**src/rtl/swam_pkg.sv**
```systemverilog
// ----------------------------------------------------------------------------
// swam_pkg
// Shared types and constants for the sliding window anagram matcher.
// ----------------------------------------------------------------------------
package swam_pkg;

    localparam int MAX_PAT  = 64;
    localparam int ALPHABET = 26;

    localparam int SYM_W  = 5;
    localparam int SLOT_W = $clog2(MAX_PAT);
    localparam int CNT_W  = $clog2(MAX_PAT + 1);
    localparam int DIFF_W = $clog2(ALPHABET + 1);

    typedef enum logic [1:0] {
        MODE_CLEAR   = 2'd0,
        MODE_PATTERN = 2'd1,
        MODE_TEXT    = 2'd2,
        MODE_RESTART = 2'd3
    } t_mode;

    typedef struct packed {
        logic             clear_all;
        logic             restart;
        logic             add_pat;
        logic             text_step;
        logic             drop_old;
        logic [SYM_W-1:0] sym;
        logic [SYM_W-1:0] old;
    } t_hist_ctl;

    typedef struct packed {
        logic [ALPHABET-1:0] eq_before;
        logic [ALPHABET-1:0] eq_after;
        logic [ALPHABET-1:0] pat_zero;
    } t_hist_sts;

endpackage

```
**src/rtl/swam_delay_line.sv**
```systemverilog
// ----------------------------------------------------------------------------
// swam_delay_line
// Ring of recent text letters, one write and one registered read per cycle.
// ----------------------------------------------------------------------------
module swam_delay_line (
    input  logic                        i_clk,
    input  logic                        i_we,
    input  logic [swam_pkg::SLOT_W-1:0] i_waddr,
    input  logic [swam_pkg::SYM_W-1:0]  i_wdata,
    input  logic                        i_re,
    input  logic [swam_pkg::SLOT_W-1:0] i_raddr,
    output logic [swam_pkg::SYM_W-1:0]  o_rdata
);
    import swam_pkg::*;

    logic [SYM_W-1:0] r_mem [MAX_PAT];
    logic [SYM_W-1:0] r_rdata;

    always_ff @(posedge i_clk) begin
        if (i_we) begin
            r_mem[i_waddr] <= i_wdata;
        end
    end

    // write-first on a same-address collision
    always_ff @(posedge i_clk) begin
        if (i_re) begin
            if (i_we && (i_waddr == i_raddr)) begin
                r_rdata <= i_wdata;
            end else begin
                r_rdata <= r_mem[i_raddr];
            end
        end
    end

    assign o_rdata = r_rdata;

endmodule

```
**src/rtl/swam_hist.sv**
```systemverilog
// ----------------------------------------------------------------------------
// swam_hist
// Per-letter lanes holding pattern and window counts and their comparisons.
// ----------------------------------------------------------------------------
module swam_hist (
    input  logic                  i_clk,
    input  logic                  i_rst_n,
    input  swam_pkg::t_hist_ctl   i_ctl,
    output swam_pkg::t_hist_sts   o_sts
);
    import swam_pkg::*;

    logic [CNT_W-1:0] r_pat [ALPHABET];
    logic [CNT_W-1:0] r_win [ALPHABET];
    logic [CNT_W-1:0] n_win [ALPHABET];

    for (genvar k = 0; k < ALPHABET; k++) begin : g_lane
        logic inc;
        logic dec;

        assign inc = i_ctl.text_step && (i_ctl.sym == SYM_W'(k));
        assign dec = i_ctl.text_step && i_ctl.drop_old && (i_ctl.old == SYM_W'(k));
        assign n_win[k] = r_win[k] + CNT_W'(inc) - CNT_W'(dec);
        assign o_sts.eq_before[k] = (r_win[k] == r_pat[k]);
        assign o_sts.eq_after[k]  = (n_win[k] == r_pat[k]);
        assign o_sts.pat_zero[k]  = (r_pat[k] == '0);

        always_ff @(posedge i_clk) begin
            if (!i_rst_n || i_ctl.clear_all) begin
                r_pat[k] <= '0;
            end else if (i_ctl.add_pat && (i_ctl.sym == SYM_W'(k))) begin
                r_pat[k] <= r_pat[k] + CNT_W'(1);
            end
        end

        always_ff @(posedge i_clk) begin
            if (!i_rst_n || i_ctl.restart) begin
                r_win[k] <= '0;
            end else if (i_ctl.text_step) begin
                r_win[k] <= n_win[k];
            end
        end
    end

endmodule

```
**src/rtl/sliding_window_anagram_match_top.sv**
```systemverilog
// ----------------------------------------------------------------------------
// sliding_window_anagram_match_top
// Streaming anagram detector over a sliding window of text letters.
// ----------------------------------------------------------------------------
// Input channel (i_valid/o_ready) carries a mode and a letter: clear, add a
// pattern letter, feed a text letter, or restart the text. Every request
// gives exactly one result on the output channel (o_valid/i_ready):
// o_match_here, the sticky o_found and the sticky o_pattern_overflow.
// A request sits in the input register while the letter leaving the window is
// read from the delay line, and the histogram update then lands in the result
// register that drives o_valid. Throughput is one request per cycle while the
// receiver does not stall; the delay line read is issued at acceptance.
// When the receiver stalls, the result register holds and one more request
// is taken into the input register; o_ready then drops until i_ready rises.
// Reset clears the pattern, window, counters and flags, leaving the block
// ready with no result pending. The delay line needs no clearing: an entry
// is read only after it has been written since the last text restart.
// ----------------------------------------------------------------------------
module sliding_window_anagram_match_top (
    input  logic                       i_clk,
    input  logic                       i_rst_n,
    input  logic                       i_valid,
    output logic                       o_ready,
    input  logic [1:0]                 i_mode,
    input  logic [swam_pkg::SYM_W-1:0] i_letter,
    output logic                       o_valid,
    input  logic                       i_ready,
    output logic                       o_match_here,
    output logic                       o_found,
    output logic                       o_pattern_overflow
);
    import swam_pkg::*;

    logic              r_in_valid;
    t_mode             r_in_mode;
    logic [SYM_W-1:0]  r_in_letter;
    logic              r_out_valid;
    logic              r_match;
    logic              r_found_out;
    logic              r_ovf_out;

    logic [SLOT_W-1:0] r_write_slot, n_write_slot;
    logic [CNT_W-1:0]  r_len, n_len;
    logic [CNT_W-1:0]  r_seen, n_seen;
    logic [DIFF_W-1:0] r_diff, n_diff;
    logic [DIFF_W-1:0] r_nonzero, n_nonzero;
    logic              r_found, n_found;
    logic              r_ovf, n_ovf;

    logic              proc;
    logic              accept;
    logic              sym_ok;
    logic              full;
    logic              hit;
    logic              up_s, dn_s, up_o, dn_o;
    logic [DIFF_W-1:0] diff_step;
    logic [CNT_W-1:0]  seen_step;
    logic [SLOT_W-1:0] rd_slot;
    logic [SYM_W-1:0]  old_letter;
    t_hist_ctl         hist_ctl;
    t_hist_sts         hist_sts;

    assign proc    = r_in_valid && (!r_out_valid || i_ready);
    assign o_ready = !r_in_valid || proc;
    assign accept  = i_valid && o_ready;
    assign sym_ok  = (r_in_letter < SYM_W'(ALPHABET));
    assign full    = (r_seen == r_len);

    always_comb begin
        hist_ctl.clear_all = proc && (r_in_mode == MODE_CLEAR);
        hist_ctl.restart   = proc && ((r_in_mode == MODE_CLEAR) || (r_in_mode == MODE_RESTART)
                             || ((r_in_mode == MODE_PATTERN) && sym_ok));
        hist_ctl.add_pat   = proc && (r_in_mode == MODE_PATTERN) && sym_ok
                             && (r_len < CNT_W'(MAX_PAT));
        hist_ctl.text_step = proc && (r_in_mode == MODE_TEXT) && sym_ok && (r_len != '0);
        hist_ctl.drop_old  = full;
        hist_ctl.sym       = r_in_letter;
        hist_ctl.old       = old_letter;
    end

    swam_hist u_hist (
        .i_clk   (i_clk),
        .i_rst_n (i_rst_n),
        .i_ctl   (hist_ctl),
        .o_sts   (hist_sts)
    );

    always_comb begin
        up_s = 1'b0;
        dn_s = 1'b0;
        up_o = 1'b0;
        dn_o = 1'b0;
        if (sym_ok) begin
            up_s = hist_sts.eq_before[r_in_letter] && !hist_sts.eq_after[r_in_letter];
            dn_s = !hist_sts.eq_before[r_in_letter] && hist_sts.eq_after[r_in_letter];
        end
        if (full && (old_letter < SYM_W'(ALPHABET))) begin
            up_o = hist_sts.eq_before[old_letter] && !hist_sts.eq_after[old_letter];
            dn_o = !hist_sts.eq_before[old_letter] && hist_sts.eq_after[old_letter];
        end
        diff_step = r_diff + DIFF_W'(up_s) + DIFF_W'(up_o) - DIFF_W'(dn_s) - DIFF_W'(dn_o);
        seen_step = full ? r_seen : r_seen + CNT_W'(1);
    end

    always_comb begin
        hit = proc && (r_in_mode == MODE_TEXT) && sym_ok
              && ((r_len == '0) || ((seen_step == r_len) && (diff_step == '0)));

        n_len        = r_len;
        n_nonzero    = r_nonzero;
        n_ovf        = r_ovf;
        n_seen       = r_seen;
        n_write_slot = r_write_slot;
        n_diff       = r_diff;
        n_found      = r_found;

        if (hist_ctl.clear_all) begin
            n_len     = '0;
            n_nonzero = '0;
            n_ovf     = 1'b0;
        end else if (hist_ctl.add_pat) begin
            n_len = r_len + CNT_W'(1);
            if (hist_sts.pat_zero[r_in_letter]) begin
                n_nonzero = r_nonzero + DIFF_W'(1);
            end
        end else if (proc && (r_in_mode == MODE_PATTERN) && sym_ok) begin
            n_ovf = 1'b1;
        end

        if (hist_ctl.restart) begin
            n_seen       = '0;
            n_write_slot = '0;
            n_diff       = n_nonzero;
            n_found      = 1'b0;
        end else if (hist_ctl.text_step) begin
            n_seen       = seen_step;
            n_write_slot = (r_write_slot == SLOT_W'(MAX_PAT - 1)) ? '0
                           : r_write_slot + SLOT_W'(1);
            n_diff       = diff_step;
        end

        if (hit) begin
            n_found = 1'b1;
        end

        // slot of the letter leaving the window for the next request
        if (CNT_W'(n_write_slot) >= n_len) begin
            rd_slot = SLOT_W'(CNT_W'(n_write_slot) - n_len);
        end else begin
            rd_slot = SLOT_W'(CNT_W'(n_write_slot) + CNT_W'(MAX_PAT) - n_len);
        end
    end

    swam_delay_line u_delay (
        .i_clk   (i_clk),
        .i_we    (hist_ctl.text_step),
        .i_waddr (r_write_slot),
        .i_wdata (r_in_letter),
        .i_re    (accept),
        .i_raddr (rd_slot),
        .o_rdata (old_letter)
    );

    always_ff @(posedge i_clk) begin
        if (!i_rst_n) begin
            r_in_valid   <= 1'b0;
            r_out_valid  <= 1'b0;
            r_write_slot <= '0;
            r_len        <= '0;
            r_seen       <= '0;
            r_diff       <= '0;
            r_nonzero    <= '0;
            r_found      <= 1'b0;
            r_ovf        <= 1'b0;
        end else begin
            if (accept) begin
                r_in_valid <= 1'b1;
            end else if (proc) begin
                r_in_valid <= 1'b0;
            end
            if (proc) begin
                r_out_valid <= 1'b1;
            end else if (i_ready) begin
                r_out_valid <= 1'b0;
            end
            r_write_slot <= n_write_slot;
            r_len        <= n_len;
            r_seen       <= n_seen;
            r_diff       <= n_diff;
            r_nonzero    <= n_nonzero;
            r_found      <= n_found;
            r_ovf        <= n_ovf;
        end
    end

    always_ff @(posedge i_clk) begin
        if (accept) begin
            r_in_mode   <= t_mode'(i_mode);
            r_in_letter <= i_letter;
        end
        if (proc) begin
            r_match     <= hit;
            r_found_out <= n_found;
            r_ovf_out   <= n_ovf;
        end
    end

    assign o_valid            = r_out_valid;
    assign o_match_here       = r_match;
    assign o_found            = r_found_out;
    assign o_pattern_overflow = r_ovf_out;

endmodule

```
**config.mk**
```make
export PLATFORM = sky130hd
export DESIGN_NAME = sliding_window_anagram_match_top
export DESIGN_NICKNAME = d
export VERILOG_FILES = /design/src/rtl/swam_pkg.sv /design/src/rtl/swam_delay_line.sv /design/src/rtl/swam_hist.sv /design/src/rtl/sliding_window_anagram_match_top.sv
export SDC_FILE = /design/constraint.sdc
export NUM_CORES = 2
export LEC_CHECK = 0
export BUFFER_PORTS_ARGS = -buffer_cell sky130_fd_sc_hd__buf_2
export CAP_MARGIN = 30
export CORE_MARGIN = 3
export CORE_UTILIZATION = 59
export CTS_CLUSTER_DIAMETER = 60
export DETAILED_ROUTE_END_ITERATION = 12
export PLACE_DENSITY = 0.88
export SYNTH_ARGS = -nofsm -noshare
export SYNTH_HDL_FRONTEND = slang
export SYNTH_SLANG_ARGS = --single-unit
```
**constraint.sdc**
```tcl
create_clock -name i_clk -period 8.8 [get_ports i_clk]
set_clock_uncertainty 0.1 [all_clocks]
set_input_delay 0.44 -clock i_clk [delete_from_list [all_inputs] [get_ports i_clk]]
set_output_delay 0.44 -clock i_clk [all_outputs]
set_load 0.03 [all_outputs]
```
; Word level (Yosys, flattened, before mapping)
; Memories as Yosys holds them, arrays and structs flattened. A register that Yosys moved wholly into a read port is not among the register bits.
; Cells that the tools add are included.
[totals]
ff_bits = 44
ram_bits = 684
out_inout_bits = 5
n_memories = 3
[mem_list]
columns = name, words, word_bits, rd, rd_ports_with_merged_regs, write_ports, line
row1 = u_delay.r_mem, 64, 5, 1, 1, 1, swam_delay_line.sv:16  ; logic [SYM_W-1:0] r_mem [MAX_PAT];
row2 = u_hist.r_pat, 26, 7, 26, 0, 26, swam_hist.sv:13  ; logic [CNT_W-1:0] r_pat [ALPHABET];
row3 = u_hist.r_win, 26, 7, 26, 0, 26, swam_hist.sv:14  ; logic [CNT_W-1:0] r_win [ALPHABET];
[classes]
add_sub_neg = 89
magnitude_cmp = 6
eq_ne = 108
n_mux = 173
n_bitwise = 53
n_reduce_logical = 147
[ops]
columns = op, n
row1 = $mux 7, 55
row2 = $eq 7x7->1, 54
row3 = $add 7x1->7 const B, 28
row4 = $logic_not 7->1, 27
row5 = $add 7x1->7, 26
row6 = $sub 7x1->7, 26
row7 = $mux 1, 104
row8 = $eq 5x5->1 const B, 20
row9 = $logic_and 1x1->1, 97
row10 = $eq 5x4->1 const B, 16
row11 = $or 1x1->1, 52
row12 = $eq 5x3->1 const B, 8
row13 = $bmux 1 s5, 5
row14 = $mux 5, 5
row15 = $mux 6, 4
row16 = $eq 5x2->1 const B, 4
row17 = $logic_not 5->1, 3
row18 = $add 6x1->6 const B, 2
row19 = $lt 5x6->1 const B, 2
row20 = $sub 6x6->6, 2
row21 = $add 5x1->5, 2
row22 = $eq 5x1->1 const B, 2
row23 = $lt 5x5->1 const B, 2
row24 = $sub 5x1->5, 2
row25 = 13 further kinds, 28

; Logic depth before layout (Yosys ltp)
[logic_depth]
depth_word = 24
mapped_depth = 35
ltp_nobuf = 34

; Modules after synthesis
; Synthesis repeated with hierarchy kept, for this count alone.
[hier_totals]
hier_cells = 4477
area_unflattened_um2 = 48037.3
[by_module_without_submodules]
columns = module, n_inst, cells_each, area_each_um2, seq_area_each_um2
row1 = swam_hist, 1, 3359, 31022.3, 10930.5
row2 = swam_delay_line, 1, 721, 13142.6, 9759.4
row3 = sliding_window_anagram_match_top, 1, 397, 3872.5, 980.9

; Worst setup path before layout
; No wires, ideal clock.
[synth_timing]
kind = reg-to-reg
startpoint = reg r_in_letter[2]
endpoint = reg r_found
setup_time_ps = 59
arrival_time_ps = 8258
required_ps = 8641
path_slack_ps = 383
path_stages_with_launch = 35
n_path_buf = 4
period_less_slack_ps = 8417
cell_sequence = edfxtp_1 -> buf_2 -> o211ai_2 -> nand4_2 -> and2b_1 -> clkbuf_1 -> buf_1 -> clkbuf_1 -> nand2_1 -> ha_1 -> inv_1 -> ha_1 -> fa_1 -> xnor2_1 -> xnor2_1 -> a2111o_1 -> or4_1 -> or4_1 -> nand4b_1 -> o311a_1 -> nand4b_1 -> nor3_1 -> fa_1 -> inv_1 -> fa_1 -> ha_1 -> inv_1 -> fa_1 -> xnor2_1 -> nor3_1 -> o2111ai_1 -> or4_1 -> a21oi_1 -> a21o_1 -> and2_1
[synth_between]
elab_chain_cells = 21
word_cells_on_any_way = 190
[synth_rtl]
columns = item, line
row1 = "start, declared", sliding_window_anagram_match_top.sv:36  ; logic [SYM_W-1:0] r_in_letter;
row2 = "start signal, assigned", sliding_window_anagram_match_top.sv:199  ; r_in_letter <= i_letter;
row3 = $lt 5x5->1, sliding_window_anagram_match_top.sv:66  ; assign sym_ok = (r_in_letter < SYM_W'(ALPHABET));
row4 = $logic_and 1x1->1, "sliding_window_anagram_match_top.sv:75, sliding_window_anagram_match_top.sv:106"
row5 = $logic_and 1x1->1, sliding_window_anagram_match_top.sv:75  ; hist_ctl.text_step = proc && (r_in_mode == MODE_TEXT) && sym_ok && (r_len != '0);
row6 = $logic_and 1x1->1 (on tied branches), "swam_hist.sv:21, swam_hist.sv:22"
row7 = $add 7x1->7 / $logic_and 1x1->1 (equally long branches), "swam_hist.sv:23, swam_hist.sv:22"
row8 = $sub 7x1->7, swam_hist.sv:23  ; assign n_win[k] = r_win[k] + CNT_W'(inc) - CNT_W'(dec);
row9 = $eq 7x7->1, swam_hist.sv:25  ; assign o_sts.eq_after[k] = (n_win[k] == r_pat[k]);
row10 = $bmux 1 s5, "sliding_window_anagram_match_top.sv:94, sliding_window_anagram_match_top.sv:95"
row11 = (+6 left out), --
row12 = $sub 5x1->5 (2 in a row), sliding_window_anagram_match_top.sv:101  ; diff_step = r_diff + DIFF_W'(up_s) + DIFF_W'(up_o) - DIFF_W'(dn_s) - DIFF_W'(dn_o);
row13 = $logic_not 5->1, sliding_window_anagram_match_top.sv:107  ; && ((r_len == '0) || ((seen_step == r_len) && (diff_step == '0)));
row14 = $logic_and 1x1->1, sliding_window_anagram_match_top.sv:107
row15 = $logic_or 1x1->1, sliding_window_anagram_match_top.sv:107
row16 = $logic_and 1x1->1 (*), sliding_window_anagram_match_top.sv:107
row17 = via hit, sliding_window_anagram_match_top.sv:54  ; logic hit;
row18 = $mux 1 (*), sliding_window_anagram_match_top.sv:142  ; if (hit) begin
row19 = via n_found, sliding_window_anagram_match_top.sv:47  ; logic r_found, n_found;
row20 = "end signal, assigned", sliding_window_anagram_match_top.sv:191  ; r_found <= n_found;
row21 = "end, declared", sliding_window_anagram_match_top.sv:47
; Mark *: on every way through the listed nets, which the timed path passes. The rest lies on a longest branch. The select of a mux whose other input is x is not followed.
; A chain may end at the register's enable or synchronous reset.

; Worst setup path after layout
[layout_timing]
startpoint = reg r_in_letter[4]
endpoint = reg r_found
; The elaborated chain is that of the path after synthesis.

==> summary.md <==
| Metric | Value |
|---|---|
| DRC | `0` |
| Pin count of the biggest net entering global routing | `137` |
| Post-synthesis sequential area ratio | `between 40% and 50%` |
| Remaining global-route overflow | `0` |
| FFs w/ async S/R, synth | `0%` |
| Clk Latency, worst-skew pair | `0.73 ns` |
| Max-cap violations | `0` |
| Multi-input gate area | `23500 sq um` |
| Core area | `79100 sq um` |
| Crit path from | `r_in_letter[4]` |
| # IOs | `16` |
| CTS tree | `yes` |
| Antenna violations before repair | `9` |
| First-pass GRT wire length | `206000 microns` |
| Vias per inst | `6.72` |
| Seq cells post-synth | `733` |
| Layout net count | `4553` |
| Final HPWL DP | `83100 microns` |
| Final hold vios | `0` |
| CP peak stage delay | `0.57 ns` |
| Synth-to-Final Area Change | `8.93%` |
| Detailed Route WL | `136000 microns` |
| Worst path most repeated cell | `fa_1` |
| Max Fclk | `between 0.1 and 0.15 GHz` |
| HP Start | `i_ready` |
| Avg Cell Area, Syn | `10.9 sq um` |
| Synth cell types | `94` |
| Post-Synthesis Cells | `~4.3k` |
| Drt initial violations | `4982` |
| Startpoint Class | `flip-flop` |
| CTS root buffer | `clkbuf_16` |
| Max Buffers Root-to-Sink | `3` |
| Initial core utilization | `59.6%` |
| H-tree levels | `3` |
| CP Class | `flip-flop to flip-flop` |
| Prevailing post-synth register cell | `edfxtp_1` |
| Die height | `289 microns` |
| Cts bufs inserted | `80` |
| Synthesized area | `between 40000 and 50000 sq um` |
| Leakage | `between 0.015 and 0.02 uW` |
| Syn_nets | `4604` |
| WP data arrival | `9.17 ns` |
| Drt pass-1 iters | `11` |
| Final Util | `64.9%` |
| PortBufs | `15` |
| Die W | `289 microns` |
| Relative slew slack | `28.8%` |
| Slowest CP cell | `nor2_1` |
| Clk sinks | `733` |
| Reg-to-reg slack, setup | `between 0.15 and 0.2 ns` |
| R2r endpoint | `r_found` |
| Tcrit/Tclk final | `98.0%` |
| Post-route ant nets | `0` |
| Crit path time final | `8.62 ns` |
| Hold crit path type | `input pin to flip-flop` |
| Layout cell share with drive strength beyond 1 | `9.60%` |
| Hold Path End | `o_valid` |
| Final setup vio count | `0` |
| Setup crit end kind | `flip-flop` |
| Via count | `about 36k` |
| VDD IR max | `0.291 mV` |
| GPL Wtd Cong | `0.998` |
| Clk slew on worst S/H paths | `approximately 0.08 ns` |
| Core Rows | `103` |
| Vias in the first global route | `~35k` |
| Die Footprint | `between 80000 and 90000 sq um` |
| Setup TNS | `0 ns` |
| Largest fanout on the critical path | `37` |
| Post-synth EDFFs | `between 600 and 700` |
| Register area | `21700 sq um` |
| Final Max Slew Viols | `0` |
| YS warnings | `0` |
| Reg2Reg Depth | `31` |
| GRT Resource Usage Total | `32.2%` |
| Outcome | `complete, no violations` |
| WP data required | `9.35 ns` |
| PwrDens | `178 nW/um^2` |
| Hold Crit Depth | `4` |
| Fillers | `roughly 5.5k` |
| Worst-Margin Slew | `1.06 ns` |
| Unrepaired setup endpoints after global routing | `false` |
| Reg2reg start | `r_in_letter[4]` |
| Detailed-route wire length per cell | `25.3 microns` |
[metrics by stage]
stage	hold slack, ns	power [uW]	setup WS (ns)	std cells	area [sq um]
floorplan	0.324	5190	0.383	4312	47200
global placement	0.343	5490	0.319	5202	48200
detailed placement	0.353	5540	0.188	5206	48300
CTS	0.106	9050	0.158	5361	51100
global route	0.0705	9410	0.0130	5376	51300
finish	0.0463	9160	0.180	5385	51400
[power breakdown]
part           internal, uW  switching, uW  leakage (uW)
clock                  1970           1610       0.00131
combinational           637            879        0.0108
sequential             3920            152       0.00711
total                  6520           2640        0.0193
[layout by cell type, fill, tap and decap left out, types with 57 or more instances in the layout]
cell type	Yosys	layout
nand3_1	121	120
clkbuf_16	0	82
o21ai_0	79	79
buf_4	1	76
nor3_1	75	74
nor4_1	71	69
nand2_1	163	161
a21oi_1	111	106
nor2_1	538	528
and3_1	124	123
ha_1	251	250
inv_1	326	326
mux4_2	109	109
xnor2_1	367	364
a21o_1	57	57
edfxtp_1	699	699
xor2_1	259	259
[worst max-delay path by stage]
stage          endpoint  slack, ns  cells after the start
3_3_place_gp    r_found       0.32                     34
4_1_cts         r_found       0.16                     33
2_1_floorplan   r_found       0.38                     34
6_report        r_found       0.18                     31
3_5_place_dp    r_found       0.19                     35
5_1_grt         r_found       0.01                     33
[synth_stat cells, types with 34 or more instances]
cell type	n	area share (%)
and3_1	124	1.6
a211oi_1	37	0.59
xor2_1	259	4.8
mux4_2	109	5.2
inv_1	326	2.6
edfxtp_1	699	45
a21oi_1	111	1.2
nand2_1	163	1.3
mux2i_1	41	0.87
o21ai_0	79	0.84
nor4_1	71	0.94
nand3_1	121	1.3
a21o_1	57	0.91
ha_1	251	6.7
clkbuf_1	221	1.8
xnor2_1	367	6.8
nand4_1	52	0.69
nor2_1	538	4.3
nand2b_1	35	0.46
nor2b_1	38	0.50
dfxtp_1	34	1.4
nor3_1	75	0.80
[worst max-delay path, delay by kind of cell (launching register included)]
kind                     cells  cell delay (ns)
XOR/XNOR                     1             0.15
AO/OA/AOI/OAI                7             1.46
flip-flops                   1             0.48
AND/OR/NAND/NOR              9             2.76
buffers and inverters        5             0.95
multiplexers                 2             0.62
adder cells (fa/ha/maj)      7             2.05
[cells by family after synthesis]
kind of cell / count (synthesis) / share of synthesized area, %
simple gates: 1368 / 14.4
flops: 733 / 46.0
compound gates: 548 / 8.11
fa+ha+maj: 282 / 7.95
xor+xnor: 649 / 12.7
buf+inv: 574 / 4.62
mux: 158 / 6.27
[metal layers]
| layer | part of all wire, % | vias to the layer above | global-route usage (%) | routed length [microns] |
|---|---|---|---|---|
| met1 | 35 | 17200 | 38.9 | 47300 |
| li1 | - | 15400 | - | - |
| met4 | 7.8 | 6 | 20.2 | 10700 |
| met3 | 12 | 797 | 10.3 | 16500 |
| met5 | 0.029 | - | 0 | 40 |
| met2 | 45 | 2740 | 50.1 | 61700 |
[layout make-up]
class                   instances  share of cell area, %
diodes                         10                 0.0487
clock buffers                  97                   4.06
clock inverters                49                   1.25
inverters                     328                   2.40
multi-input cells            3005                   45.8
flip-flops and latches        733                   42.2
well taps                    1050                   2.56
repair buffers                113                   1.68
[sequential cells by signal, summed over array words and instances (netlist names), 2 cells and up]
signal           count
u_delay.r_mem      320
u_hist.r_pat       182
u_hist.r_win       182
r_len                7
r_seen               7
r_write_slot         6
r_diff               5
r_in_letter          5
r_nonzero            5
u_delay.o_rdata      5
r_in_mode            2
[what timing repair did]
action                                 4_1_cts  5_1_grt
resized for setup                            0       39
setup endpoints to repair                    0        3
buffers inserted                             0        8
hold buffers                                 9        0
endpoints found under the hold margin        9        0
(Power assumes the default switching activity.)
